<file path="config.mk">
export PLATFORM = sky130hd
export DESIGN_NAME = json_string_unescaper
export DESIGN_NICKNAME = d
export VERILOG_FILES = /design/src/design/jsu_pkg.sv /design/src/design/jsu_front.sv /design/src/design/jsu_queue.sv /design/src/design/jsu_back.sv /design/src/design/json_string_unescaper.sv
export SDC_FILE = /design/constraint.sdc
export NUM_CORES = 1
export LEC_CHECK = 0
export BUFFER_PORTS_ARGS = -buffer_cell sky130_fd_sc_hd__buf_2
export CAP_MARGIN = 15
export CORE_MARGIN = 10
export CORE_UTILIZATION = 35
export DETAILED_ROUTE_END_ITERATION = 12
export PLACE_DENSITY_LB_ADDON = 0.12
export SLEW_MARGIN = 25
export SYNTH_ARGS = -nofsm -noshare
export SYNTH_HDL_FRONTEND = slang
export SYNTH_SLANG_ARGS = --single-unit
export TNS_END_PERCENT = 1
</file>
<file path="constraint.sdc">
create_clock -name i_clk -period 5.7 [get_ports i_clk]
set_clock_uncertainty 0.15 [all_clocks]
set_input_delay 0.285 -clock i_clk [delete_from_list [all_inputs] [get_ports i_clk]]
set_output_delay 0.285 -clock i_clk [all_outputs]
set_load 0.005 [all_outputs]
</file>
<file path="src/design/jsu_pkg.sv">
// shared types and constants for the json string unescaper
// no dependencies; used by every module of the block

package jsu_pkg;

    localparam int QUEUE_DEPTH = 4;

    localparam logic [7:0] CH_QUOTE = 8'h22;
    localparam logic [7:0] CH_BSLASH = 8'h5C;
    localparam logic [7:0] CH_SLASH = 8'h2F;
    localparam logic [7:0] CH_NUL = 8'h00;

    localparam logic [15:0] HIGH_SURR_LO = 16'hD800;
    localparam logic [15:0] HIGH_SURR_HI = 16'hDBFF;
    localparam logic [15:0] LOW_SURR_LO = 16'hDC00;
    localparam logic [15:0] LOW_SURR_HI = 16'hDFFF;
    localparam logic [20:0] SUPP_BASE = 21'h10000;
    localparam logic [20:0] REPLACEMENT_CP = 21'h00FFFD;

    // scanner modes
    typedef enum logic [1:0] {
        MODE_IDLE = 2'd0,
        MODE_BODY = 2'd1,
        MODE_ESC = 2'd2,
        MODE_HEX = 2'd3
    } t_mode_e;

    // what the back end sends after an optional replacement character
    typedef enum logic [2:0] {
        OP_NONE = 3'd0,
        OP_RAW = 3'd1,
        OP_CP = 3'd2,
        OP_END = 3'd3,
        OP_ERR = 3'd4
    } t_op_e;

    typedef enum logic [1:0] {
        KIND_DATA = 2'd0,
        KIND_END = 2'd1,
        KIND_ERR = 2'd2
    } t_kind_e;

    // one queued command, produced per input beat that gives results
    typedef struct packed {
        logic pre_fffd;
        t_op_e op;
        logic [20:0] cp;
    } t_cmd;

endpackage

</file>
<file path="src/design/jsu_front.sv">
// front end: scans input bytes, tracks escapes and surrogates, emits commands
// depends on jsu_pkg

module jsu_front (
    input  logic           i_clk,
    input  logic           i_rst_n,
    input  logic           i_accept,
    input  logic [7:0]     i_byte,
    output logic           o_push,
    output jsu_pkg::t_cmd  o_cmd
);

    jsu_pkg::t_mode_e r_mode, n_mode;
    logic [15:0] r_accum, n_accum;
    logic [1:0] r_count, n_count;
    logic [15:0] r_pend_hi, n_pend_hi;
    logic r_pend, n_pend;

    logic [4:0] hex_v;
    logic [7:0] simple_d;
    logic simple_ok;
    logic [15:0] acc_next;
    logic is_high, is_low;
    jsu_pkg::t_cmd cmd;

    // bit 4 flags a bad digit
    always_comb begin
        if (i_byte >= 8'h30 && i_byte <= 8'h39) begin
            hex_v = {1'b0, i_byte[3:0]};
        end else if ((i_byte >= 8'h61 && i_byte <= 8'h66) ||
                     (i_byte >= 8'h41 && i_byte <= 8'h46)) begin
            hex_v = {1'b0, i_byte[3:0] + 4'd9};
        end else begin
            hex_v = 5'h10;
        end
    end

    always_comb begin
        simple_ok = 1'b1;
        case (i_byte)
            jsu_pkg::CH_QUOTE:  simple_d = jsu_pkg::CH_QUOTE;
            jsu_pkg::CH_BSLASH: simple_d = jsu_pkg::CH_BSLASH;
            jsu_pkg::CH_SLASH:  simple_d = jsu_pkg::CH_SLASH;
            8'h62:              simple_d = 8'h08;
            8'h66:              simple_d = 8'h0C;
            8'h6E:              simple_d = 8'h0A;
            8'h72:              simple_d = 8'h0D;
            8'h74:              simple_d = 8'h09;
            default: begin
                simple_d = 8'h00;
                simple_ok = 1'b0;
            end
        endcase
    end

    assign acc_next = {r_accum[11:0], hex_v[3:0]};
    assign is_high = (acc_next >= jsu_pkg::HIGH_SURR_LO) && (acc_next <= jsu_pkg::HIGH_SURR_HI);
    assign is_low = (acc_next >= jsu_pkg::LOW_SURR_LO) && (acc_next <= jsu_pkg::LOW_SURR_HI);

    // next mode
    always_comb begin
        n_mode = r_mode;
        case (r_mode)
            jsu_pkg::MODE_IDLE: begin
                if (i_byte == jsu_pkg::CH_QUOTE) n_mode = jsu_pkg::MODE_BODY;
            end
            jsu_pkg::MODE_BODY: begin
                if (i_byte == jsu_pkg::CH_NUL || i_byte == jsu_pkg::CH_QUOTE) begin
                    n_mode = jsu_pkg::MODE_IDLE;
                end else if (i_byte == jsu_pkg::CH_BSLASH) begin
                    n_mode = jsu_pkg::MODE_ESC;
                end
            end
            jsu_pkg::MODE_ESC: begin
                if (i_byte == 8'h75) n_mode = jsu_pkg::MODE_HEX;
                else if (simple_ok) n_mode = jsu_pkg::MODE_BODY;
                else n_mode = jsu_pkg::MODE_IDLE;
            end
            jsu_pkg::MODE_HEX: begin
                if (hex_v[4]) n_mode = jsu_pkg::MODE_IDLE;
                else if (r_count == 2'd3) n_mode = jsu_pkg::MODE_BODY;
            end
            default: n_mode = jsu_pkg::MODE_IDLE;
        endcase
    end

    // commands and datapath
    always_comb begin
        n_accum = r_accum;
        n_count = r_count;
        n_pend = r_pend;
        n_pend_hi = r_pend_hi;
        cmd.pre_fffd = 1'b0;
        cmd.op = jsu_pkg::OP_NONE;
        cmd.cp = 21'd0;
        case (r_mode)
            jsu_pkg::MODE_IDLE: begin
                if (i_byte == jsu_pkg::CH_QUOTE) begin
                    n_accum = 16'd0;
                    n_count = 2'd0;
                    n_pend = 1'b0;
                    n_pend_hi = 16'd0;
                end
            end
            jsu_pkg::MODE_BODY: begin
                if (i_byte == jsu_pkg::CH_NUL) begin
                    cmd.op = jsu_pkg::OP_ERR;
                    n_pend = 1'b0;
                    n_pend_hi = 16'd0;
                end else if (i_byte == jsu_pkg::CH_QUOTE) begin
                    cmd.pre_fffd = r_pend;
                    cmd.op = jsu_pkg::OP_END;
                    n_pend = 1'b0;
                    n_pend_hi = 16'd0;
                end else if (i_byte != jsu_pkg::CH_BSLASH) begin
                    cmd.pre_fffd = r_pend;
                    cmd.op = jsu_pkg::OP_RAW;
                    cmd.cp = {13'd0, i_byte};
                    n_pend = 1'b0;
                    n_pend_hi = 16'd0;
                end
            end
            jsu_pkg::MODE_ESC: begin
                if (i_byte == 8'h75) begin
                    n_accum = 16'd0;
                    n_count = 2'd0;
                end else if (simple_ok) begin
                    cmd.pre_fffd = r_pend;
                    cmd.op = jsu_pkg::OP_RAW;
                    cmd.cp = {13'd0, simple_d};
                    n_pend = 1'b0;
                    n_pend_hi = 16'd0;
                end else begin
                    cmd.op = jsu_pkg::OP_ERR;
                    n_accum = 16'd0;
                    n_count = 2'd0;
                    n_pend = 1'b0;
                    n_pend_hi = 16'd0;
                end
            end
            jsu_pkg::MODE_HEX: begin
                if (hex_v[4]) begin
                    cmd.op = jsu_pkg::OP_ERR;
                    n_accum = 16'd0;
                    n_count = 2'd0;
                    n_pend = 1'b0;
                    n_pend_hi = 16'd0;
                end else if (r_count == 2'd3) begin
                    n_accum = 16'd0;
                    n_count = 2'd0;
                    if (r_pend && is_low) begin
                        // pair the held high half with this low half
                        cmd.op = jsu_pkg::OP_CP;
                        cmd.cp = jsu_pkg::SUPP_BASE +
                                 {1'b0, r_pend_hi[9:0], acc_next[9:0]};
                        n_pend = 1'b0;
                        n_pend_hi = 16'd0;
                    end else begin
                        cmd.pre_fffd = r_pend;
                        n_pend = 1'b0;
                        n_pend_hi = 16'd0;
                        if (is_high) begin
                            n_pend = 1'b1;
                            n_pend_hi = acc_next;
                        end else if (is_low) begin
                            cmd.op = jsu_pkg::OP_CP;
                            cmd.cp = jsu_pkg::REPLACEMENT_CP;
                        end else begin
                            cmd.op = jsu_pkg::OP_CP;
                            cmd.cp = {5'd0, acc_next};
                        end
                    end
                end else begin
                    n_accum = acc_next;
                    n_count = r_count + 2'd1;
                end
            end
            default: begin
                n_accum = r_accum;
            end
        endcase
    end

    assign o_cmd = cmd;
    assign o_push = i_accept && (cmd.pre_fffd || (cmd.op != jsu_pkg::OP_NONE));

    always_ff @(posedge i_clk) begin
        if (!i_rst_n) begin
            r_mode <= jsu_pkg::MODE_IDLE;
            r_accum <= 16'd0;
            r_count <= 2'd0;
            r_pend <= 1'b0;
            r_pend_hi <= 16'd0;
        end else if (i_accept) begin
            r_mode <= n_mode;
            r_accum <= n_accum;
            r_count <= n_count;
            r_pend <= n_pend;
            r_pend_hi <= n_pend_hi;
        end
    end

endmodule

</file>
<file path="src/design/jsu_queue.sv">
// short command queue between front and back end
// depends on jsu_pkg

module jsu_queue #(
    parameter int DEPTH = jsu_pkg::QUEUE_DEPTH
) (
    input  logic           i_clk,
    input  logic           i_rst_n,
    input  logic           i_push,
    input  jsu_pkg::t_cmd  i_cmd,
    input  logic           i_pop,
    output jsu_pkg::t_cmd  o_cmd,
    output logic           o_valid,
    output logic           o_full
);

    localparam int IDX_W = (DEPTH > 1) ? $clog2(DEPTH) : 1;
    localparam int CNT_W = $clog2(DEPTH + 1);

    jsu_pkg::t_cmd r_mem [DEPTH];
    logic [IDX_W-1:0] r_wr, r_rd;
    logic [CNT_W-1:0] r_count;
    logic do_push, do_pop;

    function automatic logic [IDX_W-1:0] bump(input logic [IDX_W-1:0] p);
        logic [IDX_W-1:0] q;
        if (p == IDX_W'(DEPTH - 1)) q = '0;
        else q = p + IDX_W'(1);
        return q;
    endfunction

    assign o_full = (r_count == CNT_W'(DEPTH));
    assign o_valid = (r_count != '0);
    assign o_cmd = r_mem[r_rd];
    assign do_push = i_push && !o_full;
    assign do_pop = i_pop && o_valid;

    always_ff @(posedge i_clk) begin
        if (do_push) r_mem[r_wr] <= i_cmd;
    end

    always_ff @(posedge i_clk) begin
        if (!i_rst_n) begin
            r_wr <= '0;
            r_rd <= '0;
            r_count <= '0;
        end else begin
            if (do_push) r_wr <= bump(r_wr);
            if (do_pop) r_rd <= bump(r_rd);
            if (do_push && !do_pop) r_count <= r_count + CNT_W'(1);
            else if (do_pop && !do_push) r_count <= r_count - CNT_W'(1);
        end
    end

endmodule

</file>
<file path="src/design/jsu_back.sv">
// back end: expands commands into result beats, utf-8 encoding, output register
// depends on jsu_pkg

module jsu_back (
    input  logic           i_clk,
    input  logic           i_rst_n,
    input  logic           i_q_valid,
    input  jsu_pkg::t_cmd  i_q_cmd,
    output logic           o_q_pop,
    output logic           o_valid,
    input  logic           i_ready,
    output logic [7:0]     o_byte,
    output logic [1:0]     o_kind,
    output logic           o_last
);

    jsu_pkg::t_cmd r_cur;
    logic r_cur_valid;
    logic [2:0] r_idx;
    logic r_out_valid;
    logic [7:0] r_out_byte;
    logic [1:0] r_out_kind;
    logic r_out_last;

    logic [2:0] main_len, total, j;
    logic [7:0] sel_byte;
    jsu_pkg::t_kind_e sel_kind;
    logic slot_free, emit, at_end, load;

    always_comb begin
        if (r_cur.cp < 21'h80) main_len = 3'd1;
        else if (r_cur.cp < 21'h800) main_len = 3'd2;
        else if (r_cur.cp < 21'h10000) main_len = 3'd3;
        else main_len = 3'd4;
        case (r_cur.op)
            jsu_pkg::OP_NONE: main_len = 3'd0;
            jsu_pkg::OP_CP:   main_len = main_len;
            default:          main_len = 3'd1;
        endcase
    end

    assign total = (r_cur.pre_fffd ? 3'd3 : 3'd0) + main_len;
    assign j = r_cur.pre_fffd ? r_idx - 3'd3 : r_idx;

    always_comb begin
        sel_byte = 8'h00;
        sel_kind = jsu_pkg::KIND_DATA;
        if (r_cur.pre_fffd && r_idx < 3'd3) begin
            // replacement character ef bf bd
            case (r_idx)
                3'd0:    sel_byte = 8'hEF;
                3'd1:    sel_byte = 8'hBF;
                default: sel_byte = 8'hBD;
            endcase
        end else begin
            case (r_cur.op)
                jsu_pkg::OP_RAW: sel_byte = r_cur.cp[7:0];
                jsu_pkg::OP_END: sel_kind = jsu_pkg::KIND_END;
                jsu_pkg::OP_ERR: sel_kind = jsu_pkg::KIND_ERR;
                jsu_pkg::OP_CP: begin
                    case (main_len)
                        3'd1: sel_byte = r_cur.cp[7:0];
                        3'd2: begin
                            if (j == 3'd0) sel_byte = {3'b110, r_cur.cp[10:6]};
                            else sel_byte = {2'b10, r_cur.cp[5:0]};
                        end
                        3'd3: begin
                            case (j)
                                3'd0:    sel_byte = {4'b1110, r_cur.cp[15:12]};
                                3'd1:    sel_byte = {2'b10, r_cur.cp[11:6]};
                                default: sel_byte = {2'b10, r_cur.cp[5:0]};
                            endcase
                        end
                        default: begin
                            case (j)
                                3'd0:    sel_byte = {5'b11110, r_cur.cp[20:18]};
                                3'd1:    sel_byte = {2'b10, r_cur.cp[17:12]};
                                3'd2:    sel_byte = {2'b10, r_cur.cp[11:6]};
                                default: sel_byte = {2'b10, r_cur.cp[5:0]};
                            endcase
                        end
                    endcase
                end
                default: sel_byte = 8'h00;
            endcase
        end
    end

    assign slot_free = !r_out_valid || i_ready;
    assign emit = r_cur_valid && slot_free;
    assign at_end = (r_idx == total - 3'd1);
    assign load = i_q_valid && (!r_cur_valid || (emit && at_end));
    assign o_q_pop = load;

    always_ff @(posedge i_clk) begin
        if (!i_rst_n) begin
            r_cur_valid <= 1'b0;
            r_idx <= 3'd0;
            r_out_valid <= 1'b0;
        end else begin
            if (load) begin
                r_cur_valid <= 1'b1;
                r_idx <= 3'd0;
            end else if (emit && at_end) begin
                r_cur_valid <= 1'b0;
            end else if (emit) begin
                r_idx <= r_idx + 3'd1;
            end
            if (emit) r_out_valid <= 1'b1;
            else if (i_ready) r_out_valid <= 1'b0;
        end
    end

    always_ff @(posedge i_clk) begin
        if (load) r_cur <= i_q_cmd;
        if (emit) begin
            r_out_byte <= sel_byte;
            r_out_kind <= sel_kind;
            r_out_last <= at_end;
        end
    end

    assign o_valid = r_out_valid;
    assign o_byte = r_out_byte;
    assign o_kind = r_out_kind;
    assign o_last = r_out_last;

endmodule

</file>
<file path="src/design/json_string_unescaper.sv">
// top level of the json string unescaper
// depends on jsu_pkg, jsu_front, jsu_queue, jsu_back

// Feed the bytes of a JSON string literal, opening quote first, one per beat on
// the slave stream. Raw bytes pass through, simple escapes decode to one byte,
// \uXXXX escapes come out as UTF-8 with surrogate pairs joined and lone halves
// replaced by U+FFFD. The closing quote gives an end beat (tuser 1) and any
// NUL, bad escape letter or bad hex digit gives an error beat (tuser 2); after
// either the block ignores bytes until the next opening quote. tlast marks the
// final result beat caused by one input byte. One input byte is taken per
// cycle while the command queue has room; the master side sends one result
// beat per cycle while m_axis_tready is high, a byte yields up to six results,
// and the queue of QUEUE_DEPTH commands between the scanner and the encoder
// absorbs the bursts.

module json_string_unescaper #(
    parameter int QUEUE_DEPTH = jsu_pkg::QUEUE_DEPTH
) (
    input  logic       i_clk,
    input  logic       i_rst_n,
    // input stream
    input  logic       s_axis_tvalid,
    output logic       s_axis_tready,
    input  logic [7:0] s_axis_tdata,   // [7:0] in_byte
    // result stream
    output logic       m_axis_tvalid,
    input  logic       m_axis_tready,
    output logic [7:0] m_axis_tdata,   // [7:0] out_byte
    output logic [1:0] m_axis_tuser,   // [1:0] kind
    output logic       m_axis_tlast    // last
);

    logic accept;
    logic push, pop, q_valid, q_full;
    jsu_pkg::t_cmd front_cmd, head_cmd;

    // a beat is taken whenever the queue can hold its command
    assign s_axis_tready = !q_full;
    assign accept = s_axis_tvalid && s_axis_tready;

    // scanner: mode, hex gathering and held surrogate
    jsu_front u_front (
        .i_clk    (i_clk),
        .i_rst_n  (i_rst_n),
        .i_accept (accept),
        .i_byte   (s_axis_tdata),
        .o_push   (push),
        .o_cmd    (front_cmd)
    );

    // decouples scanner from encoder
    jsu_queue #(
        .DEPTH (QUEUE_DEPTH)
    ) u_queue (
        .i_clk   (i_clk),
        .i_rst_n (i_rst_n),
        .i_push  (push),
        .i_cmd   (front_cmd),
        .i_pop   (pop),
        .o_cmd   (head_cmd),
        .o_valid (q_valid),
        .o_full  (q_full)
    );

    // encoder: one result beat per cycle into the output register while it is free
    jsu_back u_back (
        .i_clk     (i_clk),
        .i_rst_n   (i_rst_n),
        .i_q_valid (q_valid),
        .i_q_cmd   (head_cmd),
        .o_q_pop   (pop),
        .o_valid   (m_axis_tvalid),
        .i_ready   (m_axis_tready),
        .o_byte    (m_axis_tdata),
        .o_kind    (m_axis_tuser),
        .o_last    (m_axis_tlast)
    );

endmodule

</file>
==> impl_metrics.yaml, run 1 <==
cells_and_area:
  fin_area_um2: 9460
  num_antenna_cells: 0
  layout.nets: 713
  drive_gt1_frac: 0.171
  fin_cells: 1019
  synthToLayoutAreaGrowth_pct: 11.0
place:
  place_congestion: 0.874
  place_inst: 987
  dp_slack_ns: 0.932
  portBuffers: 24
  placed_area_um2: 8920
  dpl.hpwl_um: 15000
timing:
  period_minus_slack_ns: 4.74
  setup_tns_ns: 0
  setup-violations-final: 0
  rsz0062_at_grt: "no"
  slew_headroom: 0.355
  post-route-period-util: 0.832
  max_freq_mhz: 211
  drv_slew: 0
  layout_setup_ws_ns: 0.958
  worst_pin_slew_ns: 0.961
  hold_viol: 0
synthesis:
  synth.most_common_cell: "edfxtp_1"
  postSynthAreaPerCell_um2: 12.8
  synth_fa_ha_area_frac: 0.0288
  ys_warn_count: 0
  synth_flop_cell: "edfxtp_1"
  netlist.area_leader.share: 0.479
  postSynthCellCount: 665
  synth.area.top_cells: "edfxtp_1, dfxtp_1, mux4_2"
  synth_mux_area_frac: 0.103
  ys_seq_area_frac: 0.571
  yosys.area_share.simple: 0.129
  synth_xor_area_frac: 0.0173
  synth_top_family_by_area: "simple AND/OR/NAND/NOR gates"
  ys_async_sr_fraction: 0
  syn_nets: 696
  synth_top_cell_by_area: "edfxtp_1"
  synth_edf_count: 136
  synth_common_cells: "edfxtp_1, nand2_1, dfxtp_1"
  synth-seq-cells: 175
  ys_types: 92
  syn_area_um2: 8520
  synth_compound_area_frac: 0.120
global_routing:
  grt_first_pass_wirelength_um: 33000
  grt_usage: 0.138
  grt_max_degree: 43
  antenna_found_initial: 0
  overflow: 0
  grt_pass1_vias: 5729
critical_path:
  startpoint_type: "flop"
  r2r_cells: 17
  required_ns: 5.90
  cp_max_fo: 11
  cp-end-kind: "flop"
  cp.arrival_ns: 4.94
  worstSetupPathType: "flop to flop"
clocking:
  clk_pin_slew_ns: 0.07
  clockBufferDepth: 2
  htree_levels: 4
  cts_tree: "built"
  cts_root_buffer: "clkbuf_16"
  clock_sinks: 175
  cts_buffers: 17
  clock_latency_ns: 0.43
  cts_resized: 0
  cts_setup_buffers: 0
  cts_hold_buf: 0
route:
  num_vias: 5473
  drt_wl_total_um: 20800
  drc: 0
  dr.pass1.iters: 4
  post_drt_wl_per_cell_um: 20.4
  vias_per_cell: 5.37
  antenna_left: 0
  drt_iter0_markers: 430
pwr:
  p_int_uw: 2620
  switchingPower_uw: 1300
  p_clk_frac: 0.274
  switching_share: 0.332
  p_comb_frac: 0.262
  p_per_area_nw_per_um2: 415
  leakagePower_uw: 0.00336
  seq_power_share: 0.464
  vdd_drop_max_mv: 0.183
hold_path:
  hp-class: "input pin to flop"
  min_path_cells: 3
floorplan:
  die-area_um2: 31000
  die_y_um: 176
  die_w_um: 176
  initial_core_util: 0.354
  ioPinCount: 25
  rows: 57
  fp.coreArea_um2: 24100
outcome:
  status: "completed"
job:
  maxCapViolCount: 0
-- per-stage QoR --
stage                      util  hold WS, ns  total power, uW
after floorplan               -        0.285             2520
after global placement    0.370        0.300             2890
after detailed placement  0.370        0.308             2890
after CTS                 0.392       0.0489             3970
after global routing      0.392       0.0756             4150
final                     0.392       0.0678             3930
-- metal layers --
metal	global-route usage	vias up	share of wire
met5	0	-	0
met4	0.0586	0	0.026
met3	0.0241	35	0.032
met2	0.238	144	0.51
met1	0.165	2717	0.43
li1	-	2577	-
-- layout make-up --
type | instances | area (um2)
inverter | 23 | 86.3
fill | 2364 | 14600
timing repair buffer | 30 | 165
tap | 324 | 405
clock inverter | 12 | 81.3
multi-input combinational | 435 | 3390
sequential | 175 | 4870
clock buffer | 20 | 458
-- worst paths after layout --
kind	from	to	slack [ns]
max	u_back.r_cur[19]	u_queue.r_count[2]	0.96
max reg2reg	u_back.r_cur[19]	u_queue.r_count[2]	0.96
min reg2reg	u_front.r_pend_hi[2]	u_front.r_pend_hi[2]	0.32
min	m_axis_tready	u_back.o_valid	0.07
-- power by group through the flow --
stage	Clock [uW]	Combinational (uW)	Sequential, uW
6_report	1080	1030	1820
5_1_grt	1160	1140	1850
4_1_cts	1100	1040	1830
3_5_place_dp	0	1040	1850
3_3_place_gp	0	1040	1850
2_1_floorplan	0	783	1740
-- layout by cell type, fill, tap and decap left out, types with 6 or more instances in the layout --
master / instances
a21oi_1: 21
a22o_1: 7
and2_1: 7
buf_2: 24
buf_4: 6
clkbuf_16: 18
dfxtp_1: 38
edfxtp_1: 136
ha_1: 18
inv_1: 24
inv_4: 6
mux2i_1: 30
mux4_2: 25
nand2_1: 82
nand2b_1: 6
nand3_1: 12
nor2_1: 33
nor2b_1: 10
nor3_1: 7
nor4_1: 8
o21ai_0: 26
xnor2_1: 10
-- logic make-up (layout without fill, tap and decap cells) --
| kind of cell | after synthesis | count (layout) |
|---|---|---|
| simple gates | 210 | 210 |
| mux | 56 | 56 |
| buf+inv | 55 | 85 |
| compound gates | 134 | 134 |
| xor+xnor | 16 | 16 |
| fa+ha+maj | 19 | 19 |
| flops | 175 | 175 |
-- sequential cells by signal (all words and copies together), names as in the netlist --
| name | count |
|---|---|
| u_front.r_count | 2 |
| u_back.o_last | 1 |
| u_front.r_accum | 12 |
| u_queue.r_mem | 100 |
| u_back.r_cur_valid | 1 |
| u_back.o_byte | 8 |
| u_back.o_valid | 1 |
| u_queue.r_count | 3 |
| u_front.r_pend | 1 |
| u_back.o_kind | 2 |
| u_queue.r_wr | 2 |
| u_back.r_idx | 3 |
| u_front.r_mode | 2 |
| u_front.r_pend_hi | 10 |
| u_queue.r_rd | 2 |
| u_back.r_cur | 25 |
-- critical path, cell delays in order, from the launching register on --
cell and delay [ns]:
edfxtp_1 0.40, or4_4 0.58, or3_4 0.44, nor2_1 0.18
o21ai_0 0.16, ha_1 0.31, inv_1 0.04, ha_1 0.19
xor2_1 0.15, xnor2_1 0.15, xnor2_1 0.20, a31oi_2 0.32
ha_1 0.24, inv_1 0.07, fa_1 0.42, xor2_1 0.17
or3_1 0.30, a21boi_0 0.17
Power figures use the tool's default switching activity.
==> run 2, diff against run 1 <==
Settings changed: ABC_AREA from default to 1.
Clock period 5.7 ns to 4.45 ns, I/O delays scaled along.
==> run 2 against run 1 <==
Against the previous run:
- worst hold slack worse by 0.043 ns
- synthesized cell count grew 35%
- fmax rose by 30%
- cell area is 0.28% lower
- clock-buffer cell count down 2
- setup slack got worse by 0.17 ns
- critical path depth up 2
- combinational power increased by 57%
- routed wire length decreased by 0.89%
- global-route usage about the same
==> impl_metrics.yaml, run 2 <==
hold_path:
  hp-class: "input pin to flop"
  min_path_cells: 3
  min_from: "i_rst_n"
  hold_end: "u_queue.r_wr[0]"
critical_path:
  startpoint_type: "flop"
  worstSetupPathType: "flop to flop"
  cp_max_fo: 7
  required_ns: 4.66
  r2r-end: "u_queue.r_count[2]"
  cp-end-kind: "flop"
  rr_startpoint: "u_back.r_cur[23]"
  r2r_cells: 19
  reg2reg_slack_ns: 0.79
  cp.arrival_ns: 3.87
global_routing:
  grt_pass1_vias: 5850
  overflow: 0
  grt_usage: 0.137
  grt_first_pass_wirelength_um: 33000
  antenna_found_initial: 0
  grt_max_degree: 54
pwr:
  p_int_uw: 3320
  p_clk_frac: 0.264
  p_per_area_nw_per_um2: 561
  vdd_drop_max_mv: 0.190
  switchingPower_uw: 1970
  seq_power_share: 0.430
  p_comb_frac: 0.305
  leakagePower_uw: 0.00366
  switching_share: 0.373
clocking:
  clock_sinks: 175
  cts_buffers: 17
  htree_levels: 4
  clock_latency_ns: 0.43
  clk_pin_slew_ns: 0.07
  cts_root_buffer: "clkbuf_16"
  cts_tree: "built"
  clockBufferDepth: 2
timing:
  max_freq_mhz: 273
  rsz0062_at_grt: "no"
  drv_slew: 0
  period_minus_slack_ns: 3.66
  setup-violations-final: 0
  slew_headroom: 0.344
  hold_viol: 0
  worst_pin_slew_ns: 0.981
  post-route-period-util: 0.822
  setup_tns_ns: 0
synthesis:
  ys_seq_area_frac: 0.579
  netlist.area_leader.share: 0.486
  ys_types: 39
  synth_edf_count: 136
  synth.area.top_cells: "edfxtp_1, dfxtp_1, nand2_1"
  synth_common_cells: "nand2_1, edfxtp_1, nor2_1"
  synth_top_cell_by_area: "edfxtp_1"
  postSynthCellCount: 895
  ys_async_sr_fraction: 0
  synth-seq-cells: 175
  synth_flop_cell: "edfxtp_1"
  synth.most_common_cell: "nand2_1"
  syn_nets: 926
  postSynthAreaPerCell_um2: 9.38
  ys_warn_count: 0
  syn_area_um2: 8400
place:
  portBuffers: 24
  place_congestion: 0.860
  dpl.hpwl_um: 14400
  placed_area_um2: 8870
route:
  vias_per_cell: 4.98
  drt_iter0_markers: 507
  drt_wl_total_um: 20600
  dr.pass1.iters: 7
  antenna_left: 0
  post_drt_wl_per_cell_um: 16.4
  num_vias: 6249
  drc: 0
cells_and_area:
  largest_reg_flops: 100
  multi_input_area_um2: 3030
  synthToLayoutAreaGrowth_pct: 12.3
  final_common_cell: "nand2_1"
  layout.nets: 954
  regMostFlops: "u_queue.r_mem"
  final-seq-area_um2: 4860
  drive_gt1_frac: 0.103
  fin_area_um2: 9430
  fill_cells: 2343
  final_core_utilization: 0.401
  layout_common_cells: "nand2_1, edfxtp_1, nor2_1, inv_1, o21ai_0"
  top_regs: "u_queue.r_mem: 100 flops, u_back.r_cur: 25 flops, u_front.r_accum: 12 flops"
  num_antenna_cells: 0
floorplan:
  rows: 56
  die_y_um: 175
  initial_core_util: 0.357
  fp.coreArea_um2: 23500
  ioPinCount: 25
  die-area_um2: 30600
  die_w_um: 175
job:
  maxCapViolCount: 0
outcome:
  status: "completed"
run 2: cell count changes after synthesis, sizes merged, moves of 25 or more:
cell,change
a21oi,+43
o21ai,+56
mux4,-25
nand2,+83
inv,+83
nor2,+82
mux2i,-30
nand3,+30
run 2: how the worst max path moves through the flow:
| stage | from | endpoint | depth (start not counted) |
|---|---|---|---|
| after global routing | u_back.r_cur[18] | u_queue.r_count[2] | 24 |
| after detailed placement | u_back.r_cur[18] | u_queue.r_count[2] | 23 |
| final | u_back.r_cur[23] | u_queue.r_count[2] | 19 |
| after floorplan | u_back.r_cur[21] | u_queue.r_count[2] | 19 |
| after CTS | u_back.r_cur[23] | u_queue.r_count[2] | 19 |
| after global placement | u_back.r_cur[10] | u_queue.r_count[2] | 23 |
run 2: kinds of logic after synthesis:
kind of cell | count (synthesis) | share of synthesized area
XOR/XNOR | 6 | 0.00626
AND/OR/NAND/NOR | 353 | 0.183
buffers and inverters | 131 | 0.0620
flip-flops | 175 | 0.579
AO/OA/AOI/OAI | 211 | 0.140
adder cells (fa/ha/maj) | 19 | 0.0292
run 2: metal layers:
metal / routed length [um] / part of all wire / track usage
met3: 743 / 0.036 / 0.0297
met2: 10100 / 0.49 / 0.227
met5: 0 / 0 / 0
met4: 318 / 0.015 / 0.0381
met1: 9480 / 0.46 / 0.177
run 2: critical path: stages (launching register included):
cell,delay [ns]
edfxtp_1,0.46
nor3_2,0.40
nand3_1,0.15
ha_1,0.30
inv_1,0.04
ha_1,0.19
xor2_1,0.16
xor2_1,0.20
nand2_1,0.07
nand3_1,0.13
o21ai_1,0.10
nand2_1,0.17
ha_1,0.17
inv_1,0.07
fa_1,0.43
nor2_1,0.11
nor2_1,0.04
nand2_1,0.07
o21ai_0,0.07
a21oi_1,0.12
run 2: power by group through the flow:
stage / registers (uW) / clock network, uW / logic [uW]
2_1_floorplan: 2250 / 0 / 1160
3_3_place_gp: 2310 / 0 / 1640
3_5_place_dp: 2310 / 0 / 1620
4_1_cts: 2280 / 1430 / 1630
5_1_grt: 2300 / 1510 / 1870
6_report: 2280 / 1400 / 1620
run 2: final cells by class:
cell class | instances | share of cell area
timing repair buffer | 33 | 0.0202
inverter | 107 | 0.0426
sequential | 175 | 0.516
clock inverter | 14 | 0.0127
multi-input combinational | 589 | 0.321
tap | 319 | 0.0423
clock buffer | 18 | 0.0455
run 2: repair_timing:
action                                 in CTS  in global routing
gates resized for setup                     0                  0
hold buffers                                1                  0
endpoints found under the hold margin       1                  0
setup buffers                               0                  0
run 2: through the flow:
stage	hold slack, ns	total power (uW)	std cells	setup slack [ns]
CTS	0.0132	5340	1255	0.787
global placement	0.309	3950	1222	0.884
floorplan	0.254	3410	895	1.14
detailed placement	0.310	3930	1222	0.813
finish	0.0253	5290	1255	0.792
global route	0.0294	5680	1255	0.345
